**src/hdl/hcang_pkg.sv**
```systemverilog
// Package with the shared constants, CORDIC angle table and cell data types.
`default_nettype none
package hcang_pkg;

  localparam int FracBits     = 28;
  localparam int CordicStages = 24;
  localparam int DataW        = 32;
  localparam int ShW          = $clog2(CordicStages);

  // Square root cells: one result bit per cell, root is at most 2^FracBits
  localparam int SqrtCells = FracBits + 1;
  localparam int RemW      = 2 * FracBits + 1;
  localparam int SqIdxW    = $clog2(SqrtCells);

  localparam logic signed [DataW-1:0] Gain    = 32'sd163008219;
  localparam logic signed [DataW-1:0] Pi      = 32'sd843314857;
  localparam logic signed [DataW-1:0] HalfPi  = 32'sd421657428;
  localparam logic signed [DataW-1:0] RedHigh = Pi - HalfPi;
  localparam logic signed [DataW-1:0] One     = 32'sd1 <<< FracBits;

  // atan(2^-i), rounded to FracBits fraction bits
  localparam logic signed [DataW-1:0] AtanTab [CordicStages] = '{
    32'sd210828714, 32'sd124459457, 32'sd65760959, 32'sd33381290,
    32'sd16755422,  32'sd8385879,   32'sd4193963,  32'sd2097109,
    32'sd1048571,   32'sd524287,    32'sd262144,   32'sd131072,
    32'sd65536,     32'sd32768,     32'sd16384,    32'sd8192,
    32'sd4096,      32'sd2048,      32'sd1024,     32'sd512,
    32'sd256,       32'sd128,       32'sd64,       32'sd32
  };

  typedef struct packed {
    logic                    odd;
    logic signed [DataW-1:0] x;
    logic signed [DataW-1:0] y;
    logic signed [DataW-1:0] z;
  } rot_t;

  typedef struct packed {
    logic signed [DataW-1:0] x;
    logic signed [DataW-1:0] y;
    logic signed [DataW-1:0] z;
  } vec_t;

  typedef struct packed {
    logic [RemW-1:0]      rem;
    logic [SqrtCells-1:0] root;
  } sq_t;

endpackage
`default_nettype wire

```
**src/hdl/hcang_sqrt_cell.sv**
```systemverilog
// One digit of the bit-by-bit square root recurrence with its output register.
`default_nettype none
module hcang_sqrt_cell (
  input  logic                        clk_i,
  input  logic                        en_i,
  input  logic [hcang_pkg::SqIdxW-1:0] bit_i,
  input  hcang_pkg::sq_t              data_i,
  output hcang_pkg::sq_t              data_o
);
  import hcang_pkg::*;

  sq_t data_d, data_q;
  logic [RemW:0] trial;

  // Try setting this root bit: remainder must cover 2*root*2^j + 4^j
  always_comb begin
    trial = ((RemW+1)'(data_i.root) << (bit_i + 1'b1))
          + ((RemW+1)'(1) << {bit_i, 1'b0});
    data_d = data_i;
    if ({1'b0, data_i.rem} >= trial) begin
      data_d.rem  = data_i.rem - trial[RemW-1:0];
      data_d.root = data_i.root | (SqrtCells'(1) << bit_i);
    end
  end

  always_ff @(posedge clk_i) begin
    if (en_i) data_q <= data_d;
  end

  assign data_o = data_q;
endmodule
`default_nettype wire

```
**config.mk**
```make
export PLATFORM = sky130hd
export DESIGN_NAME = hcang_sqrt_cell
export DESIGN_NICKNAME = d
export VERILOG_FILES = /design/src/hdl/hcang_pkg.sv /design/src/hdl/hcang_sqrt_cell.sv
export SDC_FILE = /design/constraint.sdc
export NUM_CORES = 1
export LEC_CHECK = 0
export BUFFER_PORTS_ARGS = -buffer_cell sky130_fd_sc_hd__buf_2
export CAP_MARGIN = 25
export CORE_MARGIN = 4
export CORE_UTILIZATION = 55
export DETAILED_ROUTE_END_ITERATION = 10
export PLACE_DENSITY = 0.78
export SYNTH_ARGS = -nofsm -noshare
export SYNTH_HDL_FRONTEND = slang
export SYNTH_SLANG_ARGS = --single-unit
```
**constraint.sdc**
```tcl
create_clock -name clk_i -period 11.6 [get_ports clk_i]
set_input_delay 1.74 -clock clk_i [delete_from_list [all_inputs] [get_ports clk_i]]
set_output_delay 1.74 -clock clk_i [all_outputs]
set_load 0.02 [all_outputs]
```
Word level (Yosys, flattened, before mapping)

Index checks and enable logic that the tools add are counted.

Logic and storage cells: 11
Output and inout bits: 86
Bits in registers: 86

$add $sub $neg: 3
Muxes and demuxes: 1
$lt $le $gt $ge: 1
Shifts and indexed selects: 3
Bitwise operators: 1

Operators with widths:

| cell                   | number |
|---|---|
| $mux W86               | 1 |
| $add A58 B58 Y58       | 1 |
| $ge A57 B58 Y1         | 1 |
| $shl A1 B6 Y58 const A | 1 |
| $shl A29 B5 Y58        | 1 |
| $sub A57 B57 Y57       | 1 |
| $or A29 B29 Y29        | 1 |
| $shl A1 B5 Y29 const A | 1 |
| $add A5 B1 Y5 const B  | 1 |

Logic depth before layout (Yosys ltp)

Depth after elaboration: 5
Mapped depth: 41
Mapped depth without buffers: 33

Worst setup path before layout

Ideal clock, no wire load.

Kind: in2reg
Start point: input bit_i[0] in the netlist's numbering
End point: register data_q, in the netlist data_o[77], data pin
Data required time: 11340 ps
Arrival time: 9711 ps
Setup slack: 1629 ps
Stages: 39
Path through: buf_6 > buf_6 > inv_2 > buf_1 > ha_1 > buf_4 > buf_2 > buf_1 > clkbuf_1 > mux2i_1 > nor2_1 > a21oi_1 > nor2_1 > ha_1 > a31o_2 > a41oi_1 > o21bai_1 > a41o_1 > [... 3 more ...] > o21bai_1 > a21oi_1 > xnor2_1 > ha_1 > a21o_1 > a21o_1 > a21o_1 > a31o_2 > a221oi_1 > nor3b_1 > a311o_1 > o22ai_1 > nor3_1 > a22oi_2 > o211ai_2 > buf_6 > buf_6 > mux2_4

RTL lines:

| what                 | RTL line              | text |
|---|---|---|
| from (decl)          | hcang_sqrt_cell.sv:6  | `input logic [hcang_pkg::SqIdxW-1:0] bit_i,` |
| to (signal assigned) | hcang_sqrt_cell.sv:27 | `if (en_i) data_q <= data_d;` |
| to (decl)            | hcang_sqrt_cell.sv:12 | `sq_t data_d, data_q;` |

==> metrics.md <==
| Metric | Value |
|---|---|
| CTS tree | built |
| Register area share after synthesis | 22.53% |
| Hold_ws | 1.676 ns |
| Rel. slew slack | 45.68% |
| CTS Hold Bufs | 0 |
| Yosys reg bits | 86 |
| Async S/R FF share, synth | 0% |
| Final Routed Wirelength | 33880 um |
| Final setup fails | 0 |
| MaxCap Viol Count | 0 |
| Row count | 52 |
| Setup Buffers After CTS | 0 |
| Die Ht | 152.4 um |
| First-pass GRT wire length | 54160 um |
| Worst-Margin Slew | 0.8107 ns |
| Initial antenna violation count | 0 |
| Pwr per Cell Area | 139.1 nW/um2 |
| IO Count | 179 |
| Arrival time worst endpoint | 10.02 ns |
| Critical-path top delay cell | a21boi_0 |
| Setup crit end kind | flip-flop |
| Most Frequent Cell on Critical Path | a21oi_1 |
| Clock buffer count from CTS | 9 |
| Clk sink count | 86 |
| Global route overflow | 0 |
| I/O Buffers | 178 |
| Mapped Cells | 1334 |
| RSZ-0062 raised after global routing | false |
| Worst path required time | 11.71 ns |
| Worst Hold Class | input port to flip-flop |
| Cell taking the most area after synthesis | edfxtp_1 |
| Fin crit period | 9.909 ns |
| Layout Nets | 1664 |
| Final Hold Fails | 0 |
| Crit Path Class | input port to flip-flop |
| Initial core utilization | 56.29% |
| Syn Area/Cell | 8.592 um2 |
| Routed Antenna Nets | 0 |
| GPL Wtd Cong | 0.9723 |
| EDFF count, synth | 86 |
| Root Driver | clkbuf_16 |
| Worst-case clock buffer depth | 2 |
| Peak supply drop | 71.08 uV |
| Critical Path Source Type | input port |
| Synth Flop Type | edfxtp_1 |
| Number of remaining DRC errors | 0 |
| Vias post-DR | 11137 |
| Leakage | 5.610 nW |
| Die Footprint | 23210 um2 |
| Count of cell types in the netlist | 87 |
| Worst Path Max Fanout | 20 |
| Status | completed |
| CTS H-tree lvls | 3 |
| Synth warn | 0 |
| Die X | 152.4 um |
| Fmax | 100.9 MHz |
| Gr usage total | 27.90% |
| Vias in the first global route | 10343 |
| Core area | 20360 um2 |
| Hpwl dp | 26850 um |
| Largest register FFs | 86 |
| Post-Synthesis Cell Area | 11460 um2 |
| Largest net degree at the start of global routing | 87 |
| Slowest stage delay, CP | 0.64 ns |
| Final period utilization | 85.43% |
| Via density per instance | 6.353 |
| Syn Nets | 1520 |
| Share of the synthesized area in the top cell type | 22.53% |
| P&R area growth vs syn | 12.32% |
| DR WL/cell | 19.33 um |
| Max Slew Vio Count | 0 |
| Top post-synthesis cells by area | edfxtp_1 23%, ha_1 10%, mux2_2 6.2% |
| Layout fillers | 1760 |
| Layout cells sized above 1 | 21.92% |
| Drt pass-1 iters | 7 |
| Setup TNS | 0 ns |
| Drt first-iter violations | 1352 |
| Post-CTS Resized | 0 |
| Clock Pin Slew Worst Setup and Hold Paths | 0.06 ns |
| Ant. Diodes | 0 |
## per-layer routing
layer	global-route usage (%)	vias to the layer above	part of all wire, %
met5	0	-	0
met4	7.663	0	2.0
met3	5.311	58	8.9
met2	41.68	559	43
met1	41.29	5200	46
li1	-	5320	-
## per-stage QoR
step	util (%)	worst slack (ns)	instance area [um2]	cells	power (mW)
after detailed placement	61.59	1.570	12540	1735	1.482
after global routing	63.22	1.113	12870	1753	1.904
after CTS	62.99	1.863	12830	1751	1.782
final	63.22	1.691	12870	1753	1.791
after floorplan	-	1.629	11460	1334	1.232
after global placement	61.59	1.796	12540	1735	1.464
## logic make-up after synthesis
group | share of synthesized area (%)
AO/OA/AOI/OAI | 23.48
XOR/XNOR | 8.252
adder cells (fa/ha/maj) | 10.22
buffers and inverters | 4.017
flip-flops | 22.53
multiplexers | 14.30
AND/OR/NAND/NOR | 17.20
## cell usage in the layout, fill, tap and decap left out, types with 6 or more instances in the layout
cell       netlist  layout
o21a_1          16      16
nor3_1          23      23
and3_1          15      15
buf_4            6      14
and2_1          16      16
a21o_1          70      70
mux2_4           8       8
a31oi_1         24      24
o21ai_0         60      60
a21boi_0         6       6
nor4_1           6       6
ha_1            92      92
nand2_1        132     132
a21oi_1         96      96
nor2b_1         17      17
inv_1           40      40
mux2i_1         46      46
nand2b_1         9       9
nand3_1         36      36
a41oi_1          8       8
or3_1            8       8
mux4_2          15      15
mux2_2          63      63
clkbuf_16        0       9
and4_1           7       7
nor2_1         119     119
a211oi_1        13      13
xnor2_1         55      52
nand4_1         16      16
o22ai_1          8       8
xor2_1          48      47
o21bai_1        13      13
buf_2           14     177
edfxtp_1        86      86
## final cells by class
cell class                      instances  area (um2)  area share [%]
Inverter                               41       153.9           1.195
Sequential cell                        86        2582           20.06
Timing Repair Buffer                  194        1059           8.222
Clock buffer                           12       236.5           1.837
Multi-Input combinational cell       1146        8458           65.70
Clock inverter                          4       47.55          0.3693
Tap cell                              270       337.8           2.624
## Yosys cell counts, drive strengths merged (36+ instances only)
cell type / count
a21oi: 97
nand2: 132
o21ai: 64
nand3: 37
nor2: 119
ha: 92
xnor2: 57
edfxtp: 86
a21o: 71
mux2i: 46
xor2: 48
inv: 41
mux2: 72
buf: 36
## path summary, 6_finish.rpt
path                  cells after the start    endpoint  slack [ns]       from
worst max-delay path                     32  data_o[83]        1.69   bit_i[0]
worst min-delay path                      2   data_o[8]        1.68  data_i[8]
## power breakdown
part	internal (mW)	switching, mW
Clock	0.167	0.127
Combinational	0.432	0.603
Sequential	0.447	0.0158
Total	1.05	0.746
## worst max-delay path, delay by kind of cell
kind,cells,cell delay [ns]
buf+inv,3,0.66
fa+ha+maj,3,1.09
compound gates,20,5.58
simple gates,2,0.15
xor+xnor,2,0.33
mux,2,0.46
Power figures use the tool's default switching activity.
