File: config.mk
export PLATFORM = sky130hd
export DESIGN_NAME = hcang_rot_cell
export DESIGN_NICKNAME = d
export VERILOG_FILES = /design/src/hdl/hcang_pkg.sv /design/src/hdl/hcang_rot_cell.sv
export SDC_FILE = /design/constraint.sdc
export NUM_CORES = 1
export LEC_CHECK = 0
export ABC_AREA = 1
export BUFFER_PORTS_ARGS = -buffer_cell sky130_fd_sc_hd__buf_2
export CAP_MARGIN = 0
export CORE_ASPECT_RATIO = 0.9
export CORE_MARGIN = 5
export CORE_UTILIZATION = 28
export CTS_CLUSTER_SIZE = 16
export DETAILED_ROUTE_END_ITERATION = 10
export RECOVER_POWER = 100
export SYNTH_ARGS = -nofsm -noshare
export SYNTH_HDL_FRONTEND = slang
export SYNTH_SLANG_ARGS = --single-unit
File: constraint.sdc
create_clock -name clk_i -period 6.2 [get_ports clk_i]
set_input_delay 1.24 -clock clk_i [delete_from_list [all_inputs] [get_ports clk_i]]
set_output_delay 1.24 -clock clk_i [all_outputs]
set_load 0.01 [all_outputs]
File: src/hdl/hcang_pkg.sv
// Package with the shared constants, CORDIC angle table and cell data types.
`default_nettype none
package hcang_pkg;

  localparam int FracBits     = 28;
  localparam int CordicStages = 24;
  localparam int DataW        = 32;
  localparam int ShW          = $clog2(CordicStages);

  // Square root cells: one result bit per cell, root is at most 2^FracBits
  localparam int SqrtCells = FracBits + 1;
  localparam int RemW      = 2 * FracBits + 1;
  localparam int SqIdxW    = $clog2(SqrtCells);

  localparam logic signed [DataW-1:0] Gain    = 32'sd163008219;
  localparam logic signed [DataW-1:0] Pi      = 32'sd843314857;
  localparam logic signed [DataW-1:0] HalfPi  = 32'sd421657428;
  localparam logic signed [DataW-1:0] RedHigh = Pi - HalfPi;
  localparam logic signed [DataW-1:0] One     = 32'sd1 <<< FracBits;

  // atan(2^-i), rounded to FracBits fraction bits
  localparam logic signed [DataW-1:0] AtanTab [CordicStages] = '{
    32'sd210828714, 32'sd124459457, 32'sd65760959, 32'sd33381290,
    32'sd16755422,  32'sd8385879,   32'sd4193963,  32'sd2097109,
    32'sd1048571,   32'sd524287,    32'sd262144,   32'sd131072,
    32'sd65536,     32'sd32768,     32'sd16384,    32'sd8192,
    32'sd4096,      32'sd2048,      32'sd1024,     32'sd512,
    32'sd256,       32'sd128,       32'sd64,       32'sd32
  };

  typedef struct packed {
    logic                    odd;
    logic signed [DataW-1:0] x;
    logic signed [DataW-1:0] y;
    logic signed [DataW-1:0] z;
  } rot_t;

  typedef struct packed {
    logic signed [DataW-1:0] x;
    logic signed [DataW-1:0] y;
    logic signed [DataW-1:0] z;
  } vec_t;

  typedef struct packed {
    logic [RemW-1:0]      rem;
    logic [SqrtCells-1:0] root;
  } sq_t;

endpackage
`default_nettype wire

File: src/hdl/hcang_rot_cell.sv
// One rotation-mode CORDIC micro-rotation with its output register.
`default_nettype none
module hcang_rot_cell (
  input  logic                     clk_i,
  input  logic                     en_i,
  input  logic [hcang_pkg::ShW-1:0] shift_i,
  input  hcang_pkg::rot_t          data_i,
  output hcang_pkg::rot_t          data_o
);
  import hcang_pkg::*;

  rot_t data_d, data_q;
  logic signed [DataW-1:0] dx, dy;

  // Rotate toward zero residual angle
  always_comb begin
    dx = data_i.y >>> shift_i;
    dy = data_i.x >>> shift_i;
    data_d.odd = data_i.odd;
    if (data_i.z >= 0) begin
      data_d.x = data_i.x - dx;
      data_d.y = data_i.y + dy;
      data_d.z = data_i.z - AtanTab[shift_i];
    end else begin
      data_d.x = data_i.x + dx;
      data_d.y = data_i.y - dy;
      data_d.z = data_i.z + AtanTab[shift_i];
    end
  end

  always_ff @(posedge clk_i) begin
    if (en_i) data_q <= data_d;
  end

  assign data_o = data_q;
endmodule
`default_nettype wire

======== Word-level counts from Yosys, hierarchy flattened ========
Memory sizes are Yosys's and may differ from the RTL's.
Index checks and enable logic that the tools add are counted.
operators by class
  add/subtract/negate cells ............... 6
  $lt $le $gt $ge ......................... 2
  shift-type cells ........................ 2
  mux-type cells .......................... 3
  bitwise logic cells ..................... 1
operators by type and width
  cell                   number
  $add A32 B32 Y32       3
  $mux W96               1
  $sub A32 B32 Y32       3
  $mux W32               2
  $sshr A32 B5 Y32       2
  $ge A32 B1 Y1 const B  1
  $ge A6 B6 Y1 const B   1
  $not A5 Y6             1
word-level totals
  register bits ........................... 97
  memory bits (read-only) ................. 1024
  input port bits ......................... 104
  word-level logic and storage cells ...... 19
  memories ................................ 1
memory list
  name             depth  width  read ports  clocked after Yosys merged registers in  write ports  RTL line              source
  (no name shown)  32     32     1           0                                        0            hcang_rot_cell.sv:27  data_d.z = data_i.z + AtanTab[shift_i];

======== Depth between registers and ports, before layout ========
  word-level depth ........................ 6
  depth in mapped cells ................... 35

======== Least setup slack after synthesis ========
Ideal clock, no wire load.
  path type ............................... input port to flip-flop
  start ................................... input shift_i[0] (netlist bit)
  end ..................................... register data_q (netlist bit data_o[30]) (data pin)
  setup time .............................. 0.258 ns
  arrival ................................. 4.883 ns
  required time ........................... 5.942 ns
  path slack .............................. 1.059 ns
  cell stages on the path ................. 23
  path through ............................ buf_6 > inv_2 > buf_6 > buf_2 > ha_1 > nand2_1 > inv_2 > nor3_1 > nor2_1 > inv_1 > ha_1 > or2_2 > o21ai_0 > inv_1 > fa_1 > o21ai_0 > a21boi_0 > o21ai_0 > a31oi_1 > o21ai_0 > nand3_1 > nand2_1 > xor2_1
RTL lines
  element               RTL line              source
  start, declared       hcang_rot_cell.sv:6   input logic [hcang_pkg::ShW-1:0] shift_i,
  end signal, assigned  hcang_rot_cell.sv:32  if (en_i) data_q <= data_d;
  end, declared         hcang_rot_cell.sv:12  rot_t data_d, data_q;

==> results.json <==
{
  "layout_setup_ws_ps": 380,
  "ys_types": 49,
  "path_max_fanout": 13,
  "ys.flop_type": "edfxtp_1",
  "required_ps": 6360,
  "die_h_um": 225,
  "ys_ff_latch": 97,
  "gr-total-overflow": 0,
  "total_leakage_power_nw": 7.93,
  "slew-limit-headroom_pct": -109,
  "drive_above_1_share_pct": 7.59,
  "ios": 201,
  "synth.avg_cell_area_um2": 6.23,
  "syn-num-nets": 2535,
  "cp-end-kind": "flip-flop",
  "combPwrFrac_pct": 56.0,
  "rsz0062_at_grt": "no",
  "nets": 2703,
  "groute.usage.overall_pct": 18.0,
  "grt_pass1_wl_mm": 80.6,
  "min_period_ps": 5820,
  "htreeDepth": 3,
  "grt_max_degree": 73,
  "power_frac_clock_pct": 15.3,
  "core.rowCount": 79,
  "ant_nets": 0,
  "failed_checks": "capacitance limit, slew limit",
  "place_ws_ps": 213,
  "crit_type": "in -> reg",
  "hold_class": "in -> reg",
  "syn_area_um2": 14400,
  "tritoncts": "built",
  "dieArea_um2": 56200,
  "cts_buffers": 9,
  "die_w_um": 249,
  "status": "finished, violations left",
  "design_area_um2": 16400,
  "core_um2": 51400,
  "clock_path_buffers": 2,
  "holdPathEnd": "data_o[96]",
  "hold_start": "data_i[96]",
  "num_vias": 15700,
  "place_area_um2": 16200,
  "place.gp.congestion": 0.948,
  "crit_path_start_kind": "primary input",
  "largest_register_ffs": 97,
  "fmax_ghz": 0.172,
  "syn_inst": 2317,
  "synthArstFlopShare_pct": 0,
  "p_int_mw": 1.95,
  "hpwlAfterDp_mm": 43.6,
  "cts_resized": 0,
  "pwr_density_cell_nw_per_um2": 221,
  "start_util_pct": 28.1,
  "drc": 0,
  "post_cts_buffers": 0,
  "antenna_found_initial": 2,
  "fin_crit_sh_pct": 93.9,
  "power.switching_mw": 1.67,
  "ys.warnings.count": 0,
  "drt_iter0_markers": 1327,
  "grt_pass1_vias": 14500,
  "clock-sinks": 97,
  "root_buffer": "clkbuf_16",
  "tns_ps": 0,
  "drv_cap": 1,
  "viasPerCell": 4.92,
  "synth_edf_count": 97,
  "wl_per_cell_um": 16.6,
  "peakVddDrop_uv": 148,
  "setup_viol": 0,
  "whs_path_depth": 1,
  "clk_pin_slew_worst_paths_ps": 70,
  "tightest_slew_ps": 3130,
  "final_cell_mix": "780 x nand2_1, 335 x nand3_1, 194 x inv_1",
  "wl_mm": 52.9,
  "drt_pass1_iterations": 6,
  "seqPwrFrac_pct": 28.6,
  "p_sw_share_pct": 46.1,
  "finalPower_mw": 3.62,
  "holdBufCountCts": 0,
  "synth_seq_area_share_pct": 20.2,
  "port_buffers": 200,
  "syn_to_final_growth_pct": 13.2,
  "hold_viol_final": 0,
  "slew_viol_final": 52,
  "mostFrequentLayoutCell": "nand2_1",
  "worstPathArrival_ps": 5980
}
[worst max-delay path, cell delays in order]
cell and delay (ps):
buf_2 250, inv_1 270, nand2_1 330, nand2_1 190, nand2_2 150, a21oi_1 50
a31oi_1 320, nand2_1 110, nor2_2 170, nand2_1 120, nor2_4 130, nand2_2 80
nor2_4 130, o21ai_0 140, nand2_1 80, nand2_1 50, nand2_1 50, inv_1 40
ha_1 360, nand2_1 90, nor2_1 100, inv_1 60, nor3_1 500, nand2_1 110
o21ai_0 460, xor2_1 380
[power by group through the flow]
stage,registers [mW],clock network (mW),logic (mW)
global placement,1.04,0,2.08
finish,1.04,0.554,2.03
global route,1.05,0.607,2.27
CTS,1.03,0.588,2.08
detailed placement,1.04,0,2.07
floorplan,1.14,0,1.30
[layer usage]
metal	global-route usage, %	vias up	routed length [µm]
li1	-	8063	-
met1	26.1	7045	26000
met2	28.0	500	22900
met3	3.21	43	3100
met4	4.07	0	875
met5	0	-	0
[cell usage after synthesis, types with 3 or more instances]
| library cell | number | area, µm² |
|---|---|---|
| nand2_1 | 778 | 2920 |
| nand3_1 | 335 | 1680 |
| inv_1 | 193 | 724 |
| nor2_1 | 161 | 604 |
| a21oi_1 | 120 | 601 |
| ha_1 | 111 | 1390 |
| xor2_1 | 101 | 885 |
| edfxtp_1 | 97 | 2910 |
| o21ai_0 | 88 | 440 |
| xnor2_1 | 47 | 412 |
| buf_2 | 34 | 170 |
| nor3_1 | 29 | 145 |
| clkbuf_1 | 21 | 78.8 |
| nand4_1 | 18 | 113 |
| a31oi_1 | 15 | 93.8 |
| nor2_2 | 13 | 81.3 |
| o21a_1 | 12 | 90.1 |
| buf_1 | 11 | 41.3 |
| a21o_1 | 9 | 67.6 |
| o211ai_1 | 9 | 67.6 |
| o21bai_1 | 9 | 67.6 |
| buf_6 | 8 | 90.1 |
| nand2_2 | 8 | 50.1 |
| o21ai_1 | 8 | 40.0 |
| a21boi_0 | 7 | 52.6 |
| a221oi_1 | 7 | 61.3 |
| nand3b_1 | 7 | 52.6 |
| nor4_1 | 7 | 43.8 |
| a211oi_1 | 6 | 45.0 |
| buf_4 | 6 | 45.0 |
| inv_2 | 6 | 22.5 |
| nor2_4 | 6 | 67.6 |
| fa_1 | 3 | 60.1 |
| nand3_2 | 3 | 30.0 |
| or2_1 | 3 | 18.8 |
[kinds of logic (layout without fill, tap and decap cells)]
logic type / Yosys count / in the layout / share of synthesized area [%]
xor+xnor: 149 / 149 / 9.09
flops: 97 / 97 / 20.2
buf+inv: 279 / 452 / 8.12
compound gates: 302 / 302 / 12.0
simple gates: 1376 / 1376 / 40.6
other cells: 0 / 2 / 0
fa+ha+maj: 114 / 114 / 10.0
[worst max-delay path by stage]
stage,start,slack [ps],endpoint,depth (start not counted)
global route,shift_i[2],60,data_o[22],24
global placement,shift_i[1],220,data_o[93],28
CTS,shift_i[1],640,data_o[63],31
floorplan,shift_i[0],1060,data_o[30],23
finish,shift_i[2],380,data_o[22],26
detailed placement,shift_i[1],210,data_o[63],31
[final cells by class]
type | instances | area (µm²)
Timing Repair Buffer | 237 | 1200
Antenna cell | 2 | 5.00
Tap cell | 688 | 861
Inverter | 199 | 747
Multi-Input combinational cell | 1941 | 10400
Clock buffer | 10 | 229
Sequential cell | 97 | 2910
Fill cell | 5869 | 35000
Clock inverter | 6 | 41.3
[metrics by stage]
stage | hold WS [ps] | cells | util (%)
after floorplan | 1340 | 2317 | -
final | 1030 | 3180 | 31.8
after global placement | 1420 | 3162 | 31.6
after global routing | 1010 | 3179 | 31.8
after detailed placement | 1420 | 3162 | 31.6
after CTS | 986 | 3178 | 32.1
(Power assumes the default switching activity.)
