**src/hdl/hcang_pkg.sv**
```systemverilog
// Package with the shared constants, CORDIC angle table and cell data types.
`default_nettype none
package hcang_pkg;

  localparam int FracBits     = 28;
  localparam int CordicStages = 24;
  localparam int DataW        = 32;
  localparam int ShW          = $clog2(CordicStages);

  // Square root cells: one result bit per cell, root is at most 2^FracBits
  localparam int SqrtCells = FracBits + 1;
  localparam int RemW      = 2 * FracBits + 1;
  localparam int SqIdxW    = $clog2(SqrtCells);

  localparam logic signed [DataW-1:0] Gain    = 32'sd163008219;
  localparam logic signed [DataW-1:0] Pi      = 32'sd843314857;
  localparam logic signed [DataW-1:0] HalfPi  = 32'sd421657428;
  localparam logic signed [DataW-1:0] RedHigh = Pi - HalfPi;
  localparam logic signed [DataW-1:0] One     = 32'sd1 <<< FracBits;

  // atan(2^-i), rounded to FracBits fraction bits
  localparam logic signed [DataW-1:0] AtanTab [CordicStages] = '{
    32'sd210828714, 32'sd124459457, 32'sd65760959, 32'sd33381290,
    32'sd16755422,  32'sd8385879,   32'sd4193963,  32'sd2097109,
    32'sd1048571,   32'sd524287,    32'sd262144,   32'sd131072,
    32'sd65536,     32'sd32768,     32'sd16384,    32'sd8192,
    32'sd4096,      32'sd2048,      32'sd1024,     32'sd512,
    32'sd256,       32'sd128,       32'sd64,       32'sd32
  };

  typedef struct packed {
    logic                    odd;
    logic signed [DataW-1:0] x;
    logic signed [DataW-1:0] y;
    logic signed [DataW-1:0] z;
  } rot_t;

  typedef struct packed {
    logic signed [DataW-1:0] x;
    logic signed [DataW-1:0] y;
    logic signed [DataW-1:0] z;
  } vec_t;

  typedef struct packed {
    logic [RemW-1:0]      rem;
    logic [SqrtCells-1:0] root;
  } sq_t;

endpackage
`default_nettype wire

```
**src/hdl/hcang_vec_cell.sv**
```systemverilog
// One vectoring-mode CORDIC micro-rotation with its output register.
`default_nettype none
module hcang_vec_cell (
  input  logic                     clk_i,
  input  logic                     en_i,
  input  logic [hcang_pkg::ShW-1:0] shift_i,
  input  hcang_pkg::vec_t          data_i,
  output hcang_pkg::vec_t          data_o
);
  import hcang_pkg::*;

  vec_t data_d, data_q;
  logic signed [DataW-1:0] dx, dy;

  // Rotate the vector toward the x axis, accumulate angle
  always_comb begin
    dx = data_i.y >>> shift_i;
    dy = data_i.x >>> shift_i;
    if (data_i.y > 0) begin
      data_d.x = data_i.x + dx;
      data_d.y = data_i.y - dy;
      data_d.z = data_i.z + AtanTab[shift_i];
    end else begin
      data_d.x = data_i.x - dx;
      data_d.y = data_i.y + dy;
      data_d.z = data_i.z - AtanTab[shift_i];
    end
  end

  always_ff @(posedge clk_i) begin
    if (en_i) data_q <= data_d;
  end

  assign data_o = data_q;
endmodule
`default_nettype wire

```
**config.mk**
```make
export PLATFORM = sky130hd
export DESIGN_NAME = hcang_vec_cell
export DESIGN_NICKNAME = d
export VERILOG_FILES = /design/src/hdl/hcang_pkg.sv /design/src/hdl/hcang_vec_cell.sv
export SDC_FILE = /design/constraint.sdc
export NUM_CORES = 1
export LEC_CHECK = 0
export BUFFER_PORTS_ARGS = -buffer_cell sky130_fd_sc_hd__clkbuf_2
export CORE_ASPECT_RATIO = 0.5
export CORE_MARGIN = 4
export CORE_UTILIZATION = 30
export DETAILED_ROUTE_END_ITERATION = 16
export GPL_TIMING_DRIVEN = 0
export SYNTH_ARGS = -nofsm -noshare
export SYNTH_HDL_FRONTEND = slang
export SYNTH_SLANG_ARGS = --single-unit
```
**constraint.sdc**
```tcl
create_clock -name clk_i -period 7.5 [get_ports clk_i]
set_input_delay 1.125 -clock clk_i [delete_from_list [all_inputs] [get_ports clk_i]]
set_output_delay 1.125 -clock clk_i [all_outputs]
set_load 0.05 [all_outputs]
```
Word-level counts from Yosys, hierarchy flattened
Memories as Yosys holds them, arrays and structs flattened.
Index checks and enable logic that the tools add are counted.
{ "word_totals": {"register_bits": 96, "romBits": 1024, "inputBits": 103, "mem_count": 1} }
{ "memory_table": {"columns": ["name", "depth", "word_bits", "rd", "rd_clocked_by_memory_dff", "write_ports", "line_no", "rtl"], "rows": [
  ["(name not given)", 32, 32, 1, 0, 0, "hcang_vec_cell.sv:26", "data_d.z = data_i.z - AtanTab[shift_i];"]
]} }
{ "classes": {"addsub": 6, "n_lt_le_gt_ge": 2, "shifts": 2, "n_mux": 3, "bitwise": 1} }
{ "op_table": {"columns": ["cell", "n"], "rows": [
  ["32-bit adder", 3],
  ["96-bit two-way mux", 1],
  ["32-bit subtractor", 3],
  ["32-bit two-way mux", 2],
  ["32-bit by 5-bit >>> shifter with 32-bit output", 2],
  ["32-bit by 1-bit > comparator with 1-bit output (second input constant)", 1],
  ["6-bit >= comparator (second input constant)", 1],
  ["5-bit inverter with 6-bit output", 1]
]} }

Logic depth before layout (Yosys ltp)
Gate-level depths: netlist (run 1).
{ "logic_depth": {"ltp_word": 6, "ltp_mapped": 32, "ltp_nobuf": 24} }

Worst setup path after synthesis (run 1)
No wires, ideal clock.
{ "synth_timing": {"kind": "input to register", "from": "in shift_i[0] in the netlist's numbering", "to": "reg data_q, in the netlist data_o[95] (data pin)", "arrival_time_ns": 6.536, "required_ns": 7.239, "slack_ns": 0.703, "path_stages": 26, "path_buffers": 7, "cell_sequence": "buf_6 buf_6 buf_6 buf_8 buf_6 buf_6 mux4_2 mux2i_1 o22ai_1 a221oi_1 ha_1 nand4_1 or4_4 buf_6 o31ai_4 xor2_1 nor2_1 a31o_1 ha_1 nand4_1 nor2_1 a2111o_1 or3b_2 a41oi_1 o21ai_0 xnor2_1"} }
{ "synth_lines": {"columns": ["element", "line_no", "rtl"], "rows": [
  ["start: declaration", "hcang_vec_cell.sv:6", "input logic [hcang_pkg::ShW-1:0] shift_i,"],
  ["end signal: assignment", "hcang_vec_cell.sv:31", "if (en_i) data_q <= data_d;"],
  ["end: declaration", "hcang_vec_cell.sv:12", "vec_t data_d, data_q;"]
]} }

==> summary.txt, run 1 <==
Setup path
  • CP peak stage delay: 0.82 ns
  • WS Path Type: input pin to flip-flop
  • CP max FO: 10
  • Largest delay contributor family on the critical path: simple AND/OR/NAND/NOR gates
  • CP arrival: 7.51 ns
  • Slowest cell on the critical path: mux2i_1
  • Worst Path Required: 7.65 ns
  • Worst Setup Start Kind: input pin
  • Setup crit end kind: flip-flop
  • WP buf/inv: 7
  • Crit. path cell count: 25
  • Most used cell, CP: buf_6

Global routing
  • Initial antenna violation count: 2
  • Vias in the first global route: 14,190
  • Pin count of the biggest net entering global routing: 50
  • GRT overflow: 0
  • First-pass GRT wire length: 96,100 um
  • GRT Util Overall: 24.8%

Layout
  • Layout Area Growth over Synthesis: 17.3%
  • # fillers: 4,893
  • Finished Cell Area: 0.0169 mm^2
  • FF+latch area: 0.00288 mm^2
  • Largest register FFs: 96
  • Footprint of the multi-input gates: 0.0111 mm^2
  • Share of cells above drive strength 1: 24.6%
  • Antenna cells: 0
  • Nets: 2,035

Detailed routing
  • Vias per cell: 5.99
  • Post-DR wirelength/cell: 27.0 um
  • Vias post-DR: 14,748
  • DRT iter0 DRCs: 1,800
  • WL final: 66,500 um
  • Post-route ant nets: 0
  • DRT Pass-1 Iters: 6
  • # DRC: 0

STA
  • RSZ-0062 raised after global routing: true
  • Max Slew Vio Count: 0
  • Max Clk Rate: 136 MHz
  • Min Clock Period, post-route: 7.37 ns
  • Slew @ Worst Pin: 1.21 ns
  • Final setup viols: 0
  • Setup WS post-layout: 0.134 ns
  • Rel. slew slack: 19.6%
  • Hold slack: 1.10 ns
  • Hold violation total from the final report: 0
  • Period utilization: 98.2%

Yosys
  • Synth async-reset ratio: 0%
  • Sequential fraction of the synthesis area: 20.0%
  • Yosys top cell by area: edfxtp_1
  • Area contributors post-synth: edfxtp_1, mux4_2, ha_1
  • Yosys Warn Count: 0
  • Yosys top cell area share: 20.0%
  • Unique cell type count in the Yosys netlist: 92
  • Number of synthesized flops with an enable pin: 96
  • Synthesis-stage register bit count: 96
  • Mapped Cells: 1,602
  • Syn Nets: 1,819
  • Prevailing post-synth register cell: edfxtp_1
  • Avg Inst Size Synth: 8.99 um^2
  • Area of the mapped netlist: 0.0144 mm^2

CTS
  • Reg clk slew, reported paths: 0.08 ns
  • H-tree lvl count: 3
  • # clock sinks: 96
  • CTS Buffer Depth: 2
  • CTS tree: yes
  • Root Driver: clkbuf_16
  • CTS Buf Count: 9

Floorplan
  • Die Height: 163 um
  • Ports: 199
  • Num rows: 56
  • Die X: 318 um
  • Starting Density: 30.6%
  • Die area: 0.0518 mm^2
  • Core area: 0.0472 mm^2

Placed design
  • Placed instance area: 0.0162 mm^2
  • Port Buf Inserts: 196
  • DP HPWL: 53,800 um
  • Pre-CTS setup slack: -1.65 ns
  • GPL Wtd Cong: 1.04

Job
  • Max Cap Viol: 0

Status
  • Status: finished clean

Power and ir drop
  • P_leak: 6.86 nW
  • Sw Pwr: 0.00178 W
  • PwrDens: 211 mW/mm^2
  • Comb pwr share: 62.6%
  • Sw Ratio: 49.9%
  • Internal Power: 0.00179 W
  • Seq pwr share: 23.6%
  • Clk pwr share: 13.8%
  • IR drop worst, VDD: 0.114 mV
  • Pwr Total: 0.00357 W

Min path
  • Hold Crit Class: input pin to flip-flop
  • Worst hold path cell count: 2
==> cell usage in the layout, fill, tap and decap left out, types with 12 or more instances in the layout <==
cell type | netlist | routed
nor2_1 | 108 | 105
and2_1 | 13 | 13
ha_1 | 111 | 108
o21a_1 | 25 | 25
mux2_2 | 28 | 28
nor3_1 | 23 | 22
o21ai_0 | 111 | 107
a21oi_1 | 126 | 124
inv_1 | 47 | 47
nor2b_1 | 16 | 16
a31oi_1 | 22 | 21
o21bai_1 | 18 | 18
nand2b_1 | 24 | 24
o22ai_1 | 14 | 13
xor2_1 | 54 | 54
a211oi_1 | 18 | 13
mux4_2 | 73 | 73
o211ai_1 | 15 | 15
xnor2_1 | 109 | 109
nand3_1 | 28 | 28
and3_1 | 14 | 14
nand4_1 | 12 | 12
nand2_1 | 141 | 141
clkbuf_2 | 0 | 211
mux2i_1 | 49 | 44
a21o_1 | 52 | 52
buf_2 | 16 | 17
edfxtp_1 | 96 | 96
buf_4 | 2 | 12
clkbuf_1 | 40 | 25
==> power groups by stage <==
stage / logic (W) / registers, W / clock network, W
final: 0.00223 / 0.000843 / 0.000492
after global routing: 0.00238 / 0.000859 / 0.000529
after CTS: 0.00218 / 0.000847 / 0.000511
after detailed placement: 0.00215 / 0.000856 / 0
after global placement: 0.00215 / 0.000857 / 0
after floorplan: 0.00107 / 0.00135 / 0
==> cells in the mapped netlist (23+ instances only) <==
cell / instances
o21ai_0: 111
a21o_1: 52
mux2_2: 28
a21oi_1: 126
xor2_1: 54
edfxtp_1: 96
xnor2_1: 109
nand2b_1: 24
mux4_2: 73
nor2_1: 108
ha_1: 111
nand3_1: 28
nor3_1: 23
o21a_1: 25
inv_1: 47
nand2_1: 141
mux2i_1: 49
clkbuf_1: 40
==> cells by family after synthesis <==
kind of cell | after synthesis | synth area share (%)
XOR/XNOR | 163 | 9.91
flip-flops | 96 | 20.0
multiplexers | 153 | 17.5
AND/OR/NAND/NOR | 436 | 15.0
adder cells (fa/ha/maj) | 114 | 10.1
AO/OA/AOI/OAI | 505 | 23.1
buffers and inverters | 135 | 4.52
==> per-layer routing <==
metal  vias up  part of all wire [%]  track usage, %  wire length, um
met3       123                    11            6.78             7280
met1      7304                    44            34.8            29100
met4         0                   2.5            6.45             1680
met2       751                    43            37.8            28500
li1       6570                     -               -                -
met5         -                     0               0                0
==> worst paths after layout <==
check	end	slack, ns	from
max	data_o[95]	0.13	shift_i[0]
min	data_o[32]	1.10	data_i[32]
==> through the flow <==
step	std cells	TNS (ns)	utilization, %
floorplan	1602	0	-
global placement	2436	-37.78	34.3
detailed placement	2437	-35.03	34.4
CTS	2457	0	35.4
global route	2461	-0.00206	35.8
finish	2461	0	35.8
==> layout make-up <==
type | count | share of cell area (%)
inverters | 50 | 1.12
repair buffers | 207 | 6.50
flip-flops and latches | 96 | 17.1
well taps | 638 | 4.72
plain buffers | 83 | 3.06
multi-input cells | 1371 | 65.8
clock inverters | 5 | 0.333
clock buffers | 11 | 1.38
==> what timing repair did <==
| item | in CTS | in global routing |
|---|---|---|
| hold buffers | 0 | 0 |
| endpoints found under the setup margin | 36 | 24 |
| resized for setup | 39 | 50 |
| pin swaps | 1 | 3 |
| buffers inserted | 5 | 5 |
(Power assumes the default switching activity.)
==> inputs of run 2 (changes only) <==
Settings changed: SETUP_SLACK_MARGIN set to 0.15.
==> run 2 against run 1 <==
Against the previous run: first-iteration DRC count decreased by 4.1%; core utilization increased by 0.30 points; via count decreased by 0.16%; wire length increased by 0.19%; sequential share of layout area decreased by 0.14 points; global-route usage about the same; fmax increased by 1.7%; total power increased by 0.57%; combinational power about the same.
==> summary.txt, run 2 (synthesis gave the netlist of run 1 again) <==
Placed design
  • DP HPWL: 53,800 um (unchanged)
  • Port Buf Inserts: 196 (unchanged)
  • Placed instance area: 0.0162 mm^2 (unchanged)
  • GPL Wtd Cong: 1.04 (unchanged)

Layout
  • Nets: 2,041 (+0.29%)
  • # fillers: 4,880 (-0.27%)
  • Most common cell after layout, fill and taps aside: clkbuf_2
  • Most frequent cells in the layout: clkbuf_2, nand2_1, a21oi_1
  • Finished Cell Area: 0.0170 mm^2 (+0.84%)
  • Layout Area Growth over Synthesis: 18.3%
  • Antenna cells: 0 (unchanged)
  • Share of cells above drive strength 1: 25.4% (+0.79 points)
  • Largest register FFs: 96 (unchanged)

Detailed routing
  • Met3 wire length: 7800 um (+7.1%)
  • # DRC: 0 (unchanged)
  • M1 WL: 28,700 um (-1.4%)
  • Top routing layer used: met5
  • Post-DR wirelength/cell: 27.0 um (about the same)
  • Vias per cell: 5.97 (-0.41%)
  • Post-route ant nets: 0 (unchanged)
  • DRT iter0 DRCs: 1,727 (-4.1%)
  • Vias post-DR: 14,724 (-0.16%)
  • WL final: 66,700 um (+0.19%)
  • DRT Pass-1 Iters: 6 (unchanged)
  • Met2 Wirelength: 28,300 um (-0.53%)

Power and ir drop
  • Sw Ratio: 49.9% (about the same)
  • PwrDens: 211 mW/mm^2 (-0.26%)
  • IR drop worst, VDD: 0.114 mV (+0.29%)
  • Clk pwr share: 13.8% (about the same)
  • Seq pwr share: 23.5% (about the same)
  • Internal Power: 0.00180 W (+0.52%)
  • Sw Pwr: 0.00179 W (+0.62%)
  • P_leak: 6.91 nW (+0.64%)
  • Pwr Total: 0.00359 W (+0.57%)
  • Comb pwr share: 62.7% (about the same)

STA
  • Final setup viols: 0 (unchanged)
  • Max Slew Vio Count: 0 (unchanged)
  • Period utilization: 96.6% (-1.7 points)
  • Min Clock Period, post-route: 7.24 ns (-0.125 ns)
  • Setup_tns: 0 ns (unchanged)
  • Max Clk Rate: 138 MHz (+1.7%)
  • Slew @ Worst Pin: 1.23 ns (+0.0271 ns)
  • RSZ-0062 raised after global routing: true
  • Rel. slew slack: 17.5% (-2.1 points)
  • Hold violation total from the final report: 0 (unchanged)

Setup path
  • Worst Path Required: 7.65 ns (about the same)
  • WP buf/inv: 7 (unchanged)
  • Crit. path cell count: 26 (+4.0%)
  • Slowest cell on the critical path: mux2i_1
  • Most used cell, CP: buf_12
  • Largest delay contributor family on the critical path: compound AO/OA/AOI/OAI gates
  • CP arrival: 7.39 ns (-0.12 ns)
  • Worst Setup Start Kind: input pin
  • WS Path Type: input pin to flip-flop
  • Setup crit end kind: flip-flop
  • CP max FO: 10 (unchanged)
  • CP peak stage delay: 0.81 ns (about the same)

Floorplan
  • Die X: 318 um (unchanged)
  • Starting Density: 30.6% (unchanged)
  • Num rows: 56 (unchanged)
  • Core area: 0.0472 mm^2 (unchanged)
  • Ports: 199 (unchanged)
  • Die area: 0.0518 mm^2 (unchanged)
  • Die Height: 163 um (unchanged)

CTS
  • CTS Buffer Depth: 2 (unchanged)
  • H-tree lvl count: 3 (unchanged)
  • Reg clk slew, reported paths: 0.08 ns (about the same)
  • # clock sinks: 96 (unchanged)
  • CTS tree: yes
  • CTS Buf Count: 9 (unchanged)
  • Root Driver: clkbuf_16

Global routing
  • GRT overflow: 0 (unchanged)
  • Vias in the first global route: 14,241 (+0.36%)
  • Pin count of the biggest net entering global routing: 50 (unchanged)
  • First-pass GRT wire length: 95,700 um (-0.42%)
  • Initial antenna violation count: 3 (+1)
  • GRT Util Overall: 24.9% (+0.030 points)

Status
  • Status: finished clean

Min path
  • Hold Crit Class: input pin to flip-flop
  • Worst hold path cell count: 2 (unchanged)

Job
  • Max Cap Viol: 0 (unchanged)
[run 2: cell types whose count changed in the layout (fill, tap and decap cells not counted), moves of 2 or more]
cell / change
a211oi_2: +2
clkbuf_2: -3
buf_2: +2
clkbuf_4: +3
buf_4: +4
buf_6: -2
buf_8: +2
a211oi_1: -2
[run 2: layout make-up]
class | count | area, um^2 | area share (%)
multi-input combinational | 1371 | 11200 | 65.7
sequential | 96 | 2880 | 16.9
timing repair buffer | 212 | 1140 | 6.69
tap | 638 | 798 | 4.68
buffer | 84 | 547 | 3.21
clock buffer | 11 | 233 | 1.37
inverter | 50 | 193 | 1.13
clock inverter | 5 | 56.3 | 0.330
[run 2: through the flow]
stage	setup WS [ns]	instances	hold WS, ns	util [%]
2_1_floorplan	0.703	1602	1.24	-
3_3_place_gp	-1.69	2436	1.49	34.3
3_5_place_dp	-1.65	2437	1.50	34.4
4_1_cts	0.123	2459	1.10	35.5
5_1_grt	0.127	2467	1.11	36.1
6_report	0.258	2467	1.10	36.1
[run 2: final timing paths]
path | slack [ns] | startpoint | endpoint
max | 0.26 | shift_i[0] | data_o[94]
min | 1.10 | data_i[32] | data_o[32]
[run 2: repair_timing]
action                     in CTS  in global routing
gates resized for setup        51                 63
hold buffers                    0                  0
cloned                          0                  0
setup endpoints to repair      42                 27
setup buffers                   7                  8
pin swaps                       2                  6
[run 2: power by group through the flow]
stage / Combinational, W / Sequential [W] / Clock, W
floorplan: 0.00107 / 0.00135 / 0
global placement: 0.00215 / 0.000857 / 0
detailed placement: 0.00215 / 0.000856 / 0
CTS: 0.00218 / 0.000847 / 0.000511
global route: 0.00240 / 0.000859 / 0.000529
finish: 0.00225 / 0.000843 / 0.000495
[run 2: metal layers]
metal,up-vias,track usage (%)
met5,-,0
met4,4,6.84
met3,124,9.39
met2,764,37.7
met1,7261,33.2
li1,6571,-
